[src/design/mavt_pkg.sv]
// Shared constants, types and register codes for the multiturn angle and velocity tracker.
`default_nettype none

package mavt_pkg;

  localparam int RAW_BITS      = 14;
  localparam int TURN_BITS     = 24;
  localparam int TIMER_BITS    = 16;
  localparam int FALLBACK_BITS = 16;
  localparam int ANGLE_BITS    = 38;
  localparam int VEL_BITS      = 32;
  localparam int FRAC_BITS     = 16;

  localparam int DIV_STEPS     = ANGLE_BITS + FRAC_BITS;
  localparam int DIV_CNT_BITS  = $clog2(DIV_STEPS);
  localparam int QUO_BITS      = VEL_BITS + 1;

  localparam int IN_DATA_W     = ((RAW_BITS + TIMER_BITS + 7) / 8) * 8;
  localparam int OUT_DATA_W    = ((ANGLE_BITS + VEL_BITS + 7) / 8) * 8;

  localparam int CFG_ADDR_BITS = 4;
  localparam int CFG_DATA_BITS = 32;

  localparam logic [RAW_BITS-1:0]      HOME_POS_RST       = RAW_BITS'(0);
  localparam logic [RAW_BITS-1:0]      WRAP_THRESHOLD_RST = RAW_BITS'(13107);
  localparam logic [FALLBACK_BITS-1:0] FALLBACK_TICKS_RST = FALLBACK_BITS'(1000);

  typedef enum logic [1:0] {
    REG_HOME_POS       = 2'd0,
    REG_WRAP_THRESHOLD = 2'd1,
    REG_FALLBACK_TICKS = 2'd2
  } reg_idx_e;

  typedef enum logic [2:0] {
    ST_IDLE,
    ST_TURN,
    ST_ANGLE,
    ST_DIFF,
    ST_LOAD,
    ST_DIV,
    ST_FIN
  } mavt_state_e;

  typedef struct packed {
    logic [RAW_BITS-1:0]      home_pos;
    logic [RAW_BITS-1:0]      wrap_threshold;
    logic [FALLBACK_BITS-1:0] fallback_ticks;
  } cfg_t;

  typedef struct packed {
    logic load;
    logic turn;
    logic angle;
    logic diff;
    logic div_load;
    logic div_step;
    logic out_load;
  } cmd_t;

  typedef struct packed {
    logic item_primed;
    logic div_last;
  } status_t;

endpackage

`default_nettype wire

[src/design/multiturn_angle_velocity_tracker_unit.sv]
// Top level of the multiturn angle and velocity tracker: stream ports, register file and core.
// A primed sample passes the turn, angle, difference and divider-load states and the
//   54-step divider; the first sample after reset only primes the history and skips the
//   difference and division. A new sample is taken only once the previous one is loaded.
// Reset: rst_ni clears the turn count, the stored angle, the primed flag and any pending
//   result, and returns the registers to their default values.
`default_nettype none

module multiturn_angle_velocity_tracker_unit (
  input  wire logic                                  clk_i,
  input  wire logic                                  rst_ni,
  // Input stream. tdata: raw_angle [13:0], timer_count [29:14], zero pad above.
  input  wire logic                                  s_axis_tvalid,
  output logic                                       s_axis_tready,
  input  wire logic [mavt_pkg::IN_DATA_W-1:0]        s_axis_tdata,
  // Output stream. tdata: angle_counts [37:0], velocity_q16 [69:38], zero pad above.
  output logic                                       m_axis_tvalid,
  input  wire logic                                  m_axis_tready,
  output logic [mavt_pkg::OUT_DATA_W-1:0]            m_axis_tdata,
  // tuser: turn_changed [0].
  output logic [0:0]                                 m_axis_tuser,
  // Register port.
  input  wire logic                                  psel,
  input  wire logic                                  penable,
  input  wire logic                                  pwrite,
  input  wire logic [mavt_pkg::CFG_ADDR_BITS-1:0]    paddr,
  input  wire logic [mavt_pkg::CFG_DATA_BITS-1:0]    pwdata,
  output logic [mavt_pkg::CFG_DATA_BITS-1:0]         prdata,
  output logic                                       pready
);
  import mavt_pkg::*;

  // The register file: each register keeps only its low bits.
  cfg_t     cfg_q;
  logic     wr_en;
  reg_idx_e reg_idx;

  assign pready  = 1'b1;
  assign wr_en   = psel && penable && pwrite && pready;
  assign reg_idx = reg_idx_e'(paddr[3:2]);

  always_ff @(posedge clk_i or negedge rst_ni) begin
    if (!rst_ni) begin
      cfg_q.home_pos       <= HOME_POS_RST;
      cfg_q.wrap_threshold <= WRAP_THRESHOLD_RST;
      cfg_q.fallback_ticks <= FALLBACK_TICKS_RST;
    end else if (wr_en) begin
      unique case (reg_idx)
        REG_HOME_POS:       cfg_q.home_pos       <= pwdata[RAW_BITS-1:0];
        REG_WRAP_THRESHOLD: cfg_q.wrap_threshold <= pwdata[RAW_BITS-1:0];
        REG_FALLBACK_TICKS: cfg_q.fallback_ticks <= pwdata[FALLBACK_BITS-1:0];
        default: ;
      endcase
    end
  end

  // Reads of the unused address return zero.
  always_comb begin
    prdata = '0;
    unique case (reg_idx)
      REG_HOME_POS:       prdata = CFG_DATA_BITS'(cfg_q.home_pos);
      REG_WRAP_THRESHOLD: prdata = CFG_DATA_BITS'(cfg_q.wrap_threshold);
      REG_FALLBACK_TICKS: prdata = CFG_DATA_BITS'(cfg_q.fallback_ticks);
      default:            prdata = '0;
    endcase
  end

  // The controller takes one sample at a time; the finished result waits in the output
  // register, so a new sample can be taken while the previous result is still unclaimed.
  cmd_t    cmd;
  status_t status;

  mavt_ctrl u_ctrl (
    .clk_i       (clk_i),
    .rst_ni      (rst_ni),
    .in_valid_i  (s_axis_tvalid),
    .in_ready_o  (s_axis_tready),
    .out_valid_o (m_axis_tvalid),
    .out_ready_i (m_axis_tready),
    .status_i    (status),
    .cmd_o       (cmd)
  );

  logic [ANGLE_BITS-1:0] angle_counts;
  logic [VEL_BITS-1:0]   velocity_q16;
  logic                  turn_changed;

  mavt_dp u_dp (
    .clk_i          (clk_i),
    .rst_ni         (rst_ni),
    .cfg_i          (cfg_q),
    .cmd_i          (cmd),
    .status_o       (status),
    .raw_angle_i    (s_axis_tdata[RAW_BITS-1:0]),
    .timer_count_i  (s_axis_tdata[RAW_BITS+TIMER_BITS-1:RAW_BITS]),
    .angle_counts_o (angle_counts),
    .velocity_q16_o (velocity_q16),
    .turn_changed_o (turn_changed)
  );

  assign m_axis_tdata = OUT_DATA_W'({velocity_q16, angle_counts});
  assign m_axis_tuser = turn_changed;

endmodule

`default_nettype wire

[src/design/mavt_ctrl.sv]
// Controller state machine: sequences one item through unwrap and, if primed, difference and division.
`default_nettype none

module mavt_ctrl (
  input  wire logic           clk_i,
  input  wire logic           rst_ni,
  input  wire logic           in_valid_i,
  output logic                in_ready_o,
  output logic                out_valid_o,
  input  wire logic           out_ready_i,
  input  wire mavt_pkg::status_t status_i,
  output mavt_pkg::cmd_t      cmd_o
);
  import mavt_pkg::*;

  mavt_state_e state_q, state_d;
  logic        out_valid_q, out_valid_d;
  logic        slot_free;

  assign slot_free = !out_valid_q || out_ready_i;

  always_comb begin
    state_d = state_q;
    unique case (state_q)
      ST_IDLE:  if (in_valid_i) state_d = ST_TURN;
      ST_TURN:  state_d = ST_ANGLE;
      ST_ANGLE: state_d = status_i.item_primed ? ST_DIFF : ST_FIN;
      ST_DIFF:  state_d = ST_LOAD;
      ST_LOAD:  state_d = ST_DIV;
      ST_DIV:   if (status_i.div_last) state_d = ST_FIN;
      ST_FIN:   if (slot_free) state_d = ST_IDLE;
      default:  state_d = ST_IDLE;
    endcase
  end

  always_comb begin
    cmd_o      = '0;
    in_ready_o = 1'b0;
    unique case (state_q)
      ST_IDLE: begin
        in_ready_o = 1'b1;
        cmd_o.load = in_valid_i;
      end
      ST_TURN:  cmd_o.turn     = 1'b1;
      ST_ANGLE: cmd_o.angle    = 1'b1;
      ST_DIFF:  cmd_o.diff     = 1'b1;
      ST_LOAD:  cmd_o.div_load = 1'b1;
      ST_DIV:   cmd_o.div_step = 1'b1;
      ST_FIN:   cmd_o.out_load = slot_free;
      default: begin
        cmd_o      = '0;
        in_ready_o = 1'b0;
      end
    endcase
  end

  always_comb begin
    out_valid_d = out_valid_q;
    if (cmd_o.out_load) begin
      out_valid_d = 1'b1;
    end else if (out_ready_i) begin
      out_valid_d = 1'b0;
    end
  end

  assign out_valid_o = out_valid_q;

  always_ff @(posedge clk_i or negedge rst_ni) begin
    if (!rst_ni) begin
      state_q     <= ST_IDLE;
      out_valid_q <= 1'b0;
    end else begin
      state_q     <= state_d;
      out_valid_q <= out_valid_d;
    end
  end

endmodule

`default_nettype wire

[src/design/mavt_dp.sv]
// Datapath: turn counting, angle unwrap, angle difference and serial restoring divider.
`default_nettype none

module mavt_dp (
  input  wire logic                              clk_i,
  input  wire logic                              rst_ni,
  input  wire mavt_pkg::cfg_t                    cfg_i,
  input  wire mavt_pkg::cmd_t                    cmd_i,
  output mavt_pkg::status_t                      status_o,
  input  wire logic [mavt_pkg::RAW_BITS-1:0]     raw_angle_i,
  input  wire logic [mavt_pkg::TIMER_BITS-1:0]   timer_count_i,
  output logic [mavt_pkg::ANGLE_BITS-1:0]        angle_counts_o,
  output logic [mavt_pkg::VEL_BITS-1:0]          velocity_q16_o,
  output logic                                   turn_changed_o
);
  import mavt_pkg::*;

  localparam logic [VEL_BITS-1:0] VEL_MAX = {1'b0, {(VEL_BITS-1){1'b1}}};
  localparam logic [VEL_BITS-1:0] VEL_MIN = {1'b1, {(VEL_BITS-1){1'b0}}};

  // Captured item and persistent tracking state.
  logic [RAW_BITS-1:0]   raw_q;
  logic [TIMER_BITS-1:0] now_q;
  logic [RAW_BITS-1:0]   prev_raw_q;
  logic [TIMER_BITS-1:0] prev_time_q;
  logic [TURN_BITS-1:0]  turn_q, turn_d;
  logic [ANGLE_BITS-1:0] prev_angle_q;
  logic                  primed_q;
  logic                  item_primed_q;

  // Per-item working registers.
  logic                  changed_q, changed_d;
  logic [TIMER_BITS-1:0] ticks_q, ticks_d;
  logic [ANGLE_BITS-1:0] angle_q, angle_d;
  logic [ANGLE_BITS-1:0] diff_q;

  // Divider.
  logic [DIV_STEPS-1:0]    dvd_q;
  logic [TIMER_BITS-1:0]   rem_q, rem_d;
  logic [QUO_BITS-1:0]     quo_q;
  logic                    ovf_q;
  logic [DIV_CNT_BITS-1:0] cnt_q;

  // Output payload.
  logic [ANGLE_BITS-1:0] angle_out_q;
  logic [VEL_BITS-1:0]   vel_out_q, vel_d;
  logic                  changed_out_q;

  // Turn detection.
  logic [RAW_BITS:0] raw_delta;
  logic [RAW_BITS:0] raw_mag;
  logic              wrapped;
  logic [TIMER_BITS-1:0] elapsed;

  always_comb begin
    raw_delta = {1'b0, raw_q} - {1'b0, prev_raw_q};
    raw_mag   = raw_delta[RAW_BITS] ? (~raw_delta + 1'b1) : raw_delta;
    wrapped   = item_primed_q && (raw_mag > {1'b0, cfg_i.wrap_threshold});
    changed_d = wrapped;
    turn_d    = turn_q;
    if (wrapped) begin
      turn_d = raw_delta[RAW_BITS] ? (turn_q + 1'b1) : (turn_q - 1'b1);
    end
    elapsed = now_q - prev_time_q;
    ticks_d = elapsed;
    if (elapsed == '0) begin
      ticks_d = (cfg_i.fallback_ticks == '0) ? TIMER_BITS'(1)
                                             : TIMER_BITS'(cfg_i.fallback_ticks);
    end
  end

  // Unwrapped angle: whole turns shifted up by the raw width, plus raw, minus offset.
  logic signed [TURN_BITS-1:0] turn_s;
  logic [ANGLE_BITS-1:0]       turn_ext;

  always_comb begin
    turn_s   = turn_q;
    turn_ext = ANGLE_BITS'(turn_s) << RAW_BITS;
    angle_d  = turn_ext + ANGLE_BITS'(raw_q) - ANGLE_BITS'(cfg_i.home_pos);
  end

  // One restoring step per cycle: remainder stays below the divisor.
  logic [TIMER_BITS:0] trial;
  logic                fits;

  always_comb begin
    trial = {rem_q, dvd_q[DIV_STEPS-1]};
    fits  = trial >= {1'b0, ticks_q};
    rem_d = fits ? TIMER_BITS'(trial - {1'b0, ticks_q}) : trial[TIMER_BITS-1:0];
  end

  // Saturation of the magnitude quotient and sign restore.
  logic [ANGLE_BITS-1:0] diff_mag;
  logic                  neg;
  logic                  pos_big, neg_big;
  logic [VEL_BITS-1:0]   vel_mag;

  always_comb begin
    diff_mag = diff_q[ANGLE_BITS-1] ? (~diff_q + 1'b1) : diff_q;
    neg      = diff_q[ANGLE_BITS-1];
    pos_big  = ovf_q | quo_q[VEL_BITS] | quo_q[VEL_BITS-1];
    neg_big  = ovf_q | quo_q[VEL_BITS] | (quo_q[VEL_BITS-1] & (|quo_q[VEL_BITS-2:0]));
    vel_d    = '0;
    vel_mag  = quo_q[VEL_BITS-1:0];
    if (item_primed_q) begin
      if (neg) begin
        if (neg_big) vel_mag = VEL_MIN;
        vel_d = ~vel_mag + 1'b1;
      end else begin
        vel_d = pos_big ? VEL_MAX : vel_mag;
      end
    end
  end

  always_ff @(posedge clk_i or negedge rst_ni) begin
    if (!rst_ni) begin
      turn_q       <= '0;
      prev_angle_q <= '0;
      primed_q     <= 1'b0;
    end else begin
      if (cmd_i.turn) begin
        turn_q   <= turn_d;
        primed_q <= 1'b1;
      end
      if (cmd_i.diff) begin
        prev_angle_q <= angle_q;
      end
    end
  end

  always_ff @(posedge clk_i) begin
    if (cmd_i.load) begin
      raw_q         <= raw_angle_i;
      now_q         <= timer_count_i;
      item_primed_q <= primed_q;
    end
    if (cmd_i.turn) begin
      changed_q   <= changed_d;
      ticks_q     <= ticks_d;
      prev_raw_q  <= raw_q;
      prev_time_q <= now_q;
    end
    if (cmd_i.angle) begin
      angle_q <= angle_d;
    end
    if (cmd_i.diff) begin
      diff_q <= angle_q - prev_angle_q;
    end
    if (cmd_i.div_load) begin
      dvd_q <= {diff_mag, {FRAC_BITS{1'b0}}};
      rem_q <= '0;
      quo_q <= '0;
      ovf_q <= 1'b0;
      cnt_q <= DIV_CNT_BITS'(DIV_STEPS - 1);
    end else if (cmd_i.div_step) begin
      dvd_q <= dvd_q << 1;
      rem_q <= rem_d;
      quo_q <= {quo_q[QUO_BITS-2:0], fits};
      ovf_q <= ovf_q | quo_q[QUO_BITS-1];
      cnt_q <= cnt_q - 1'b1;
    end
    if (cmd_i.out_load) begin
      angle_out_q   <= angle_q;
      vel_out_q     <= vel_d;
      changed_out_q <= changed_q;
    end
  end

  assign status_o.item_primed = item_primed_q;
  assign status_o.div_last    = (cnt_q == '0);

  assign angle_counts_o = angle_out_q;
  assign velocity_q16_o = vel_out_q;
  assign turn_changed_o = changed_out_q;

endmodule

`default_nettype wire

[config.mk]
export PLATFORM = sky130hd
export DESIGN_NAME = multiturn_angle_velocity_tracker_unit
export DESIGN_NICKNAME = d
export VERILOG_FILES = /design/src/design/mavt_pkg.sv /design/src/design/multiturn_angle_velocity_tracker_unit.sv /design/src/design/mavt_ctrl.sv /design/src/design/mavt_dp.sv
export SDC_FILE = /design/constraint.sdc
export NUM_CORES = 1
export LEC_CHECK = 0
export BUFFER_PORTS_ARGS = -buffer_cell sky130_fd_sc_hd__buf_2
export CAP_MARGIN = 5
export CORE_ASPECT_RATIO = 1.5
export CORE_MARGIN = 2
export CORE_UTILIZATION = 30
export CTS_BUF_LIST = sky130_fd_sc_hd__clkbuf_4 sky130_fd_sc_hd__clkbuf_8
export CTS_CLUSTER_SIZE = 16
export DETAILED_ROUTE_END_ITERATION = 8
export PLACE_DENSITY = 0.45
export SLEW_MARGIN = 20
export SYNTH_ARGS = -nofsm -noshare
export SYNTH_HDL_FRONTEND = slang
export SYNTH_SLANG_ARGS = --single-unit
[constraint.sdc]
create_clock -name clk_i -period 8.3 [get_ports clk_i]
set_input_delay 0.415 -clock clk_i [delete_from_list [all_inputs] [get_ports clk_i]]
set_output_delay 0.415 -clock clk_i [all_outputs]
set_load 0.01 [all_outputs]
; Word-level counts from Yosys, hierarchy flattened
; Index checks and enable logic that the tools add are counted.
[totals]
register_bits = 430
latch_bits = 0
ramBits = 0
rom_bits = 0
output_inout_bits = 108
word_cells = 104
mem_count = 0
[classes]
addsub = 12
multipliers = 0
n_div = 0
n_lt_le_gt_ge = 2
n_eq_ne = 11
shift = 0
n_mux = 29
bitwise_logic = 7
reduce_logical = 18
[ops]
columns = cell, n
row1 = $mux W32, 5
row2 = $mux W54, 2
row3 = $mux W16, 3
row4 = $pmux W16 S3, 1
row5 = $add A38 B1 Y38 const B, 1
row6 = $add A38 B14 Y38, 1
row7 = $mux W38, 1
row8 = $not A38 Y38, 1
row9 = $sub A38 B14 Y38, 1
row10 = $sub A38 B38 Y38, 1
row11 = $add A32 B1 Y32 const B, 1
row12 = $logic_not A16 Y1, 2
row13 = $not A32 Y32, 1
row14 = $sub A16 B16 Y16, 2
row15 = $reduce_or A31 Y1, 1
row16 = $add A24 B1 Y24 const B, 1
row17 = $mux W24, 1
row18 = $sub A24 B1 Y24 const B, 1
row19 = $pmux W3 S7, 1
row20 = $ge A17 B16 Y1, 1
row21 = $add A15 B1 Y15 const B, 1
row22 = $gt A15 B14 Y1, 1
row23 = $mux W15, 1
row24 = $not A15 Y15, 1
row25 = 22 further kinds, 46

; Longest topological paths before layout
; Gate-level depths: netlist (run 1).
[logic_depth]
depth_word = 9
depth_mapped = 25
depth_no_buf = 24

; By module
; Synthesis (run 1) repeated with hierarchy kept, for this count alone.
[hier_totals]
hier_cells = 2321
area_unflattened_um2 = 24443.4
[modules_own_cells]
columns = module, instances, cells_per_inst, area_each_um2
row1 = mavt_dp, 1, 2122, 21942.3
row2 = multiturn_angle_velocity_tracker_unit, 1, 167, 2189.6
row3 = mavt_ctrl, 1, 32, 311.5

; Worst setup path after synthesis (run 1)
; No wires, ideal clock.
[synth_timing]
path_type = register to register
from = reg u_dp.raw_q[0]
to = reg u_dp.turn_q[23]
arrival_ns = 5.785
required_time_ns = 8.177
path_slack_ns = 2.393
stages_incl_launch_ff = 24
n_path_buf = 0
period_less_slack_ns = 5.907
cell_sequence = edfxtp_1 -> inv_1 -> ha_1 -> inv_1 -> fa_1 -> a21oi_1 -> o22ai_1 -> o31ai_1 -> a31oi_1 -> nor3_1 -> nor2_1 -> a311oi_1 -> clkinv_1 -> ha_1 -> a2111oi_0 -> o211ai_1 -> a211oi_1 -> nor2_1 -> a31oi_1 -> a211oi_1 -> a31oi_1 -> xnor2_1 -> nand2_1 -> xnor2_1
[synth_via]
elab_chain_len = 7
[synth_rtl]
columns = item, line_no
row1 = "start, declared", mavt_dp.sv:22  ; logic [RAW_BITS-1:0] raw_q;
row2 = "start signal, assigned", mavt_dp.sv:133  ; raw_q <= raw_angle_i;
row3 = $sub A14 B14 Y15 (*), mavt_dp.sv:56  ; raw_delta = {1'b0, raw_q} - {1'b0, prev_raw_q};
row4 = $not A15 Y15, mavt_dp.sv:57  ; raw_mag = raw_delta[RAW_BITS] ? (~raw_delta + 1'b1) : raw_delta;
row5 = $add A15 B1 Y15, mavt_dp.sv:57
row6 = $mux W15, mavt_dp.sv:57
row7 = $gt A15 B14 Y1, mavt_dp.sv:58  ; wrapped = item_primed_q && (raw_mag > {1'b0, cfg_i.wrap_threshold});
row8 = $logic_and A1 B1 Y1, mavt_dp.sv:58
row9 = $reduce_and A2 Y1 (no source line), --
row10 = "end signal, assigned", mavt_dp.sv:122  ; turn_q <= turn_d;
row11 = "end, declared", mavt_dp.sv:26  ; logic [TURN_BITS-1:0] turn_q, turn_d;
; Mark *: on every way between the ends. The rest lies on a longest branch, timed or not.
; A chain may end at the register's enable or synchronous reset.

; Worst setup path after layout (run 1)
; Same ends and word-level chain as after synthesis.

==> impl_metrics.json, run 1 <==
{
  "final.min_clock_period_ns": 6.23,
  "synth_top_cells_by_area": "edfxtp_1 33%, dfrtp_1 10%, ha_1 7.1%",
  "hpwl_um": 45200,
  "clk_pin_slew_worst_paths_ns": 0.06,
  "yosys.area.top_type": "edfxtp_1",
  "ys_ff_latch": 430,
  "setup_viol": 0,
  "io_buffer_count": 143,
  "grt_overflow": 0,
  "htreeDepth": 3,
  "drc": 0,
  "avgSynthCellArea_um2": 10.0,
  "start_util": 0.302,
  "crit_end": "u_dp.turn_q[23]",
  "clockRootBuffer": "clkbuf_8",
  "viasPerCell": 4.87,
  "rr_endpoint": "u_dp.turn_q[23]",
  "antenna_found_initial": 1,
  "rsz0062_at_grt": "no",
  "timing.rr.start": "u_dp.raw_q[0]",
  "insertion_delay_ns": 0.68,
  "cp-end-kind": "flop",
  "cp-startpoint": "u_dp.raw_q[0]",
  "cts_buffers": 75,
  "cap_violations": 0,
  "synth_top_area_frac": 0.327,
  "grt_pass1_wl_um": 96000,
  "ys_seq_area_frac": 0.489,
  "synth_flop_cell": "edfxtp_1",
  "synthToLayoutAreaGrowth_pct": 16.3,
  "final_layout_size_suffix_gt1_frac": 0.151,
  "num_rows": 127,
  "post-route-util": 0.352,
  "wl_per_cell_um": 16.4,
  "peakVddDrop_v": 0.000148,
  "tritoncts": "done",
  "die_x_um": 236,
  "wl_um": 60900,
  "hold_viol": 0,
  "fp.dieArea_um2": 82900,
  "tightestPinTransition_ns": 0.962,
  "place_ws_ns": 2.06,
  "die_h_um": 352,
  "synthCells": 2411,
  "grtUsageTotal": 0.145,
  "p_per_area_nw_per_um2": 348,
  "cts_post_setup_buffers_inserted": 0,
  "core_area_um2": 79900,
  "clockBufferDepth": 3,
  "worst_setup_path_start_kind": "flop",
  "crit_fanout": 30,
  "slew_headroom": 0.359,
  "yosys_warnings": 0,
  "cts_num_sinks": 430,
  "status": "completed",
  "crit_required_ns": 8.84,
  "clock_skew_ns": 0.0347,
  "period_share": 0.750,
  "slew_viol_final": 0,
  "cts.repair.resized": 0,
  "yosysUniqueCellTypes": 79,
  "grt_pass1_vias": 18100,
  "syn_area_um2": 24200,
  "grt_max_degree": 82,
  "num_vias": 18100,
  "drtIter0Drc": 738,
  "hold_path.class": "input port to flop",
  "arrival_ns": 6.76,
  "whs_ns": 0.0720,
  "fin_nets": 2839,
  "r2r_cells": 25,
  "firstDrtPassIters": 5,
  "clock.fmax_mhz": 161,
  "rrSetupSlack_ns": 2.07,
  "ios": 183,
  "synth_edf_count": 263,
  "nFillCells": 8152,
  "setup_ws_ns": 2.07,
  "async_reset_ff_frac": 0.258,
  "antenna_left": 0,
  "path_class": "flop to flop",
  "place_congestion": 0.849,
  "cellLeakagePower_uw": 0.0116,
  "fin_tns_setup_ns": 0
}
[worst min-delay path by stage]
stage / startpoint / to / slack [ns] / cells after the start
after detailed placement: u_dp.changed_q / u_dp.turn_changed_o / 0.42 / 0
after global routing: s_axis_tvalid / u_ctrl.state_q[0] / 0.04 / 3
after global placement: u_dp.changed_q / u_dp.turn_changed_o / 0.40 / 0
after floorplan: rst_ni / cfg_q[0] / 0.12 / 0
after CTS: s_axis_tvalid / u_ctrl.state_q[0] / 0.03 / 3
final: s_axis_tvalid / u_ctrl.state_q[0] / 0.07 / 3
[final cells by class]
cell class	count	area [µm²]	area share
sequential	430	11800	0.420
multi-input combinational	1739	11400	0.407
timing repair buffer	214	1400	0.0497
clock buffer	111	1370	0.0486
tap	1032	1290	0.0459
inverter	161	606	0.0215
clock inverter	27	199	0.00708
antenna	2	5.00	0.000178
[through the flow]
step | cell area (µm²) | cells | total power, µW
floorplan | 24200 | 2428 | 6690
global placement | 26000 | 3526 | 7700
detailed placement | 26000 | 3526 | 7780
CTS | 28100 | 3712 | 9920
global route | 28100 | 3715 | 10600
finish | 28100 | 3716 | 9780
[cell usage after synthesis (all sizes together) (12+ instances only)]
library cell and instances:
and2 15, xnor2 92, or3 22, buf 30, nand3 66, or2 12, mux2i 31, nor2 174
inv 160, o21ai 186, a211oi 22, o21a 24, xor2 79, a31oi 14, dfxtp 56, dfstp 14
mux2 53, o31ai 27, or4 16, ha 137, clkbuf 68, edfxtp 263, nor4 22, dfrtp 97
nand2b 21, nor2b 21, nor3 64, a21o 51, a21oi 169, nand2 258
[layer usage]
layer  routed length [µm]  global-route usage  vias to the layer above
met4                 2680              0.0764                        0
met3                 2090              0.0230                      125
met2                30600               0.262                      336
li1                     -                   -                     9061
met5                    0                   0                        -
met1                25500               0.165                     8570
[timing repair]
action                     CTS  global route
hold endpoints to repair   128             0
hold buffers                48             0
setup endpoints to repair    0             0
[registers in the layout, indices dropped and copies added (netlist names)]
name and cells:
u_dp.dvd_q 38, u_dp.diff_q 38, cfg_q 44, u_dp.item_primed_q 1
u_dp.angle_q 38, u_dp.velocity_q16_o 32, u_dp.prev_raw_q 14, u_dp.prev_time_q 16
u_dp.quo_q 33, u_dp.ticks_q 16, u_dp.changed_q 1, u_dp.cnt_q 6
u_dp.ovf_q 1, u_dp.primed_q 1, u_dp.turn_changed_o 1, u_dp.angle_counts_o 38
u_dp.turn_q 24, u_ctrl.out_valid_o 1, u_dp.now_q 16, u_dp.rem_q 16
u_dp.prev_angle_q 38, u_ctrl.state_q 3, u_dp.raw_q 14
[logic make-up (layout without fill, tap and decap cells)]
group / Yosys count / in the layout / synth area share
AO/OA/AOI/OAI: 590 / 590 / 0.150
XOR/XNOR: 171 / 171 / 0.0619
adder cells (fa/ha/maj): 143 / 143 / 0.0759
buffers and inverters: 259 / 513 / 0.0434
flip-flops: 430 / 430 / 0.489
multiplexers: 84 / 84 / 0.0375
other: 2 / 21 / 0.000311
AND/OR/NAND/NOR: 732 / 732 / 0.142
[power breakdown]
group | total [µW] | switching (µW) | internal [µW]
registers | 3500 | 372 | 3130
logic | 4240 | 2490 | 1740
clock network | 2040 | 921 | 1120
total | 9780 | 3790 | 5990
[layout by cell type (no fill, tap or decap), drive strengths merged, types with 15 or more instances in the layout]
master       count
dfrtp           97
ha             137
nand3           66
o21a            24
conb            19
nand2          258
xor2            79
mux2i           31
edfxtp         263
a21o            51
o31ai           27
xnor2           92
dfxtp           56
a21oi          169
dlygate4sd3     48
and2            15
buf            166
nor4            22
or4             16
nor3            64
inv            161
nand2b          21
nor2b           21
nor2           174
or3             22
o21ai          186
a211oi          22
mux2            53
clkbuf         111
clkinv          21
[critical path, stage by stage (launching register included)]
cell	delay [ns]
edfxtp_1	0.39
inv_1	0.09
ha_1	0.16
inv_1	0.05
fa_1	0.45
a21oi_1	0.27
o22ai_1	0.22
o31ai_1	0.31
a31oi_1	0.20
nor3_1	0.21
nor2_1	0.10
a311oi_1	0.29
buf_4	0.22
clkinv_1	0.07
buf_4	0.25
ha_1	0.42
a2111oi_0	0.55
o211ai_1	0.16
a211oi_1	0.46
nor2_1	0.14
a31oi_1	0.29
a211oi_1	0.15
a31oi_1	0.23
xnor2_1	0.16
nand2_1	0.11
xnor2_1	0.15
(Power assumes the default switching activity.)
==> run 2: changes to the inputs <==
clock period = 6.22 ns   (was 8.3 ns; I/O delays follow)
==> run 2 against run 1 <==
Clock power up 36%. Count of clock-buffer cells in the layout fell by 7. Non-clock buffer count is 3 higher. Global-route usage increased by 0.24 points. Largest cell class unchanged. Critical endpoint unchanged.
==> impl_metrics.json, run 2 (synthesized netlist as in run 1, its figures left out) <==
{
  "hpwl_um": 46300,
  "final_common_cell": "edfxtp_1",
  "slew_headroom": 0.374,
  "clockBufferDepth": 3,
  "wl_um": 61600,
  "arrival_ns": 6.11,
  "cts_buffers": 76,
  "peakVddDrop_v": 0.000236,
  "placed_cell_area_um2": 26100,
  "htreeDepth": 3,
  "num_rows": 127,
  "grtUsageTotal": 0.148,
  "worst_setup_path_start_kind": "flop",
  "seqCellArea_um2": 11800,
  "ios": 183,
  "mostFrequentLayoutCells": "263 x edfxtp_1, 257 x nand2_1, 182 x o21ai_0",
  "grt_pass1_wl_um": 97800,
  "setup_ws_ns": 0.646,
  "tightestPinTransition_ns": 0.940,
  "status": "completed",
  "clockRootBuffer": "clkbuf_8",
  "io_buffer_count": 143,
  "path_cells": "inv_1, ha_1, inv_1, fa_1, a21oi_1, o22ai_1, o31ai_2, a31oi_1, nor3_1, nor2_1, a311oi_2, clkinv_1, ha_1, a2111oi_2, o211ai_1, a211oi_1, buf_4, nor2_1, a31oi_1, a211oi_1, a31oi_1, xnor2_1, nand2_1, xnor2_1",
  "final_layout_size_suffix_gt1_frac": 0.152,
  "crit_family": "compound AO/OA/AOI/OAI gates",
  "wl_per_cell_um": 16.6,
  "place_congestion": 0.859,
  "clock_skew_ns": 0.0335,
  "worst-path-buf-inv": 4,
  "r2r_cells": 24,
  "grt_pass1_vias": 18200,
  "cp-end-kind": "flop",
  "clock.fmax_mhz": 179,
  "start_util": 0.302,
  "largest-register": "cfg_q",
  "cts_num_sinks": 430,
  "die_h_um": 352,
  "p_per_area_nw_per_um2": 467,
  "timing.rr.start": "u_dp.raw_q[0]",
  "crit_fanout": 7,
  "grt_overflow": 0,
  "rrSetupSlack_ns": 0.65,
  "rsz0062_at_grt": "no",
  "crit_slowest_cell": "a2111oi_2",
  "cellLeakagePower_uw": 0.0116,
  "place_ws_ns": 0.247,
  "multiInputGateArea_um2": 11500,
  "nFillCells": 8089,
  "hold_viol": 0,
  "core_area_um2": 79900,
  "antenna_found_initial": 2,
  "tritoncts": "done",
  "cap_violations": 0,
  "slew_viol_final": 0,
  "die_x_um": 236,
  "crit_required_ns": 6.75,
  "viasPerCell": 4.89,
  "dp_cells": 3529,
  "crit_top_cell": "a31oi_1",
  "rr_endpoint": "u_dp.turn_q[23]",
  "fin_nets": 2843,
  "largest_reg_flops": 44,
  "hold_path.class": "input port to async pin",
  "layout.cells.non_filler": 3722,
  "path_class": "flop to flop",
  "final_cell_area_um2": 28200,
  "drtIter0Drc": 756,
  "whs_ns": 0.253,
  "setup_viol": 0,
  "antenna_left": 0,
  "fp.dieArea_um2": 82900,
  "drc": 0,
  "fin_tns_setup_ns": 0,
  "firstDrtPassIters": 5,
  "synthToLayoutAreaGrowth_pct": 16.6,
  "grt_max_degree": 82,
  "clk_pin_slew_worst_paths_ns": 0.06,
  "period_share": 0.896,
  "num_vias": 18200,
  "insertion_delay_ns": 0.67,
  "final.min_clock_period_ns": 5.57,
  "max_stage_delay_ns": 0.50
}
[run 2: final cells by class]
cell class	count	area share
multi-input combinational	1739	0.406
clock inverter	38	0.0113
sequential	430	0.419
clock buffer	104	0.0455
tap	1032	0.0458
inverter	161	0.0215
timing repair buffer	217	0.0504
antenna	1	0.0000888
[run 2: metal layers]
layer  share of wire  GRT usage
met2            0.52      0.273
met3           0.036     0.0254
met5               0          0
met1            0.41      0.167
met4           0.033     0.0640
[run 2: how the worst max path moves through the flow]
| stage | slack (ns) | startpoint | to | cells past startpoint |
|---|---|---|---|---|
| 2_1_floorplan | 0.31 | u_dp.raw_q[0] | u_dp.turn_q[23] | 23 |
| 3_3_place_gp | 0.46 | u_dp.raw_q[0] | u_dp.turn_q[23] | 25 |
| 3_5_place_dp | 0.25 | u_dp.raw_q[0] | u_dp.turn_q[23] | 25 |
| 4_1_cts | 0.20 | u_dp.raw_q[0] | u_dp.turn_q[23] | 25 |
| 5_1_grt | 0.1 | u_dp.raw_q[0] | u_dp.turn_q[23] | 25 |
| 6_report | 0.65 | u_dp.raw_q[0] | u_dp.turn_q[23] | 24 |
[run 2: stage by stage]
stage,utilization,power (µW)
3_3_place_gp,0.326,10300
4_1_cts,0.352,13300
3_5_place_dp,0.326,10400
5_1_grt,0.353,14300
6_report,0.353,13200
2_1_floorplan,-,8920
[run 2: repair_timing]
item | in CTS | in global routing
setup buffers | 0 | 0
hold endpoints to repair | 129 | 0
resized for setup | 0 | 5
endpoints found under the setup margin | 0 | 20
hold buffers | 49 | 0
[run 2: power breakdown]
group | internal (µW) | switching [µW] | total (µW)
registers | 4170 | 509 | 4680
logic | 2350 | 3370 | 5720
clock network | 1550 | 1220 | 2770
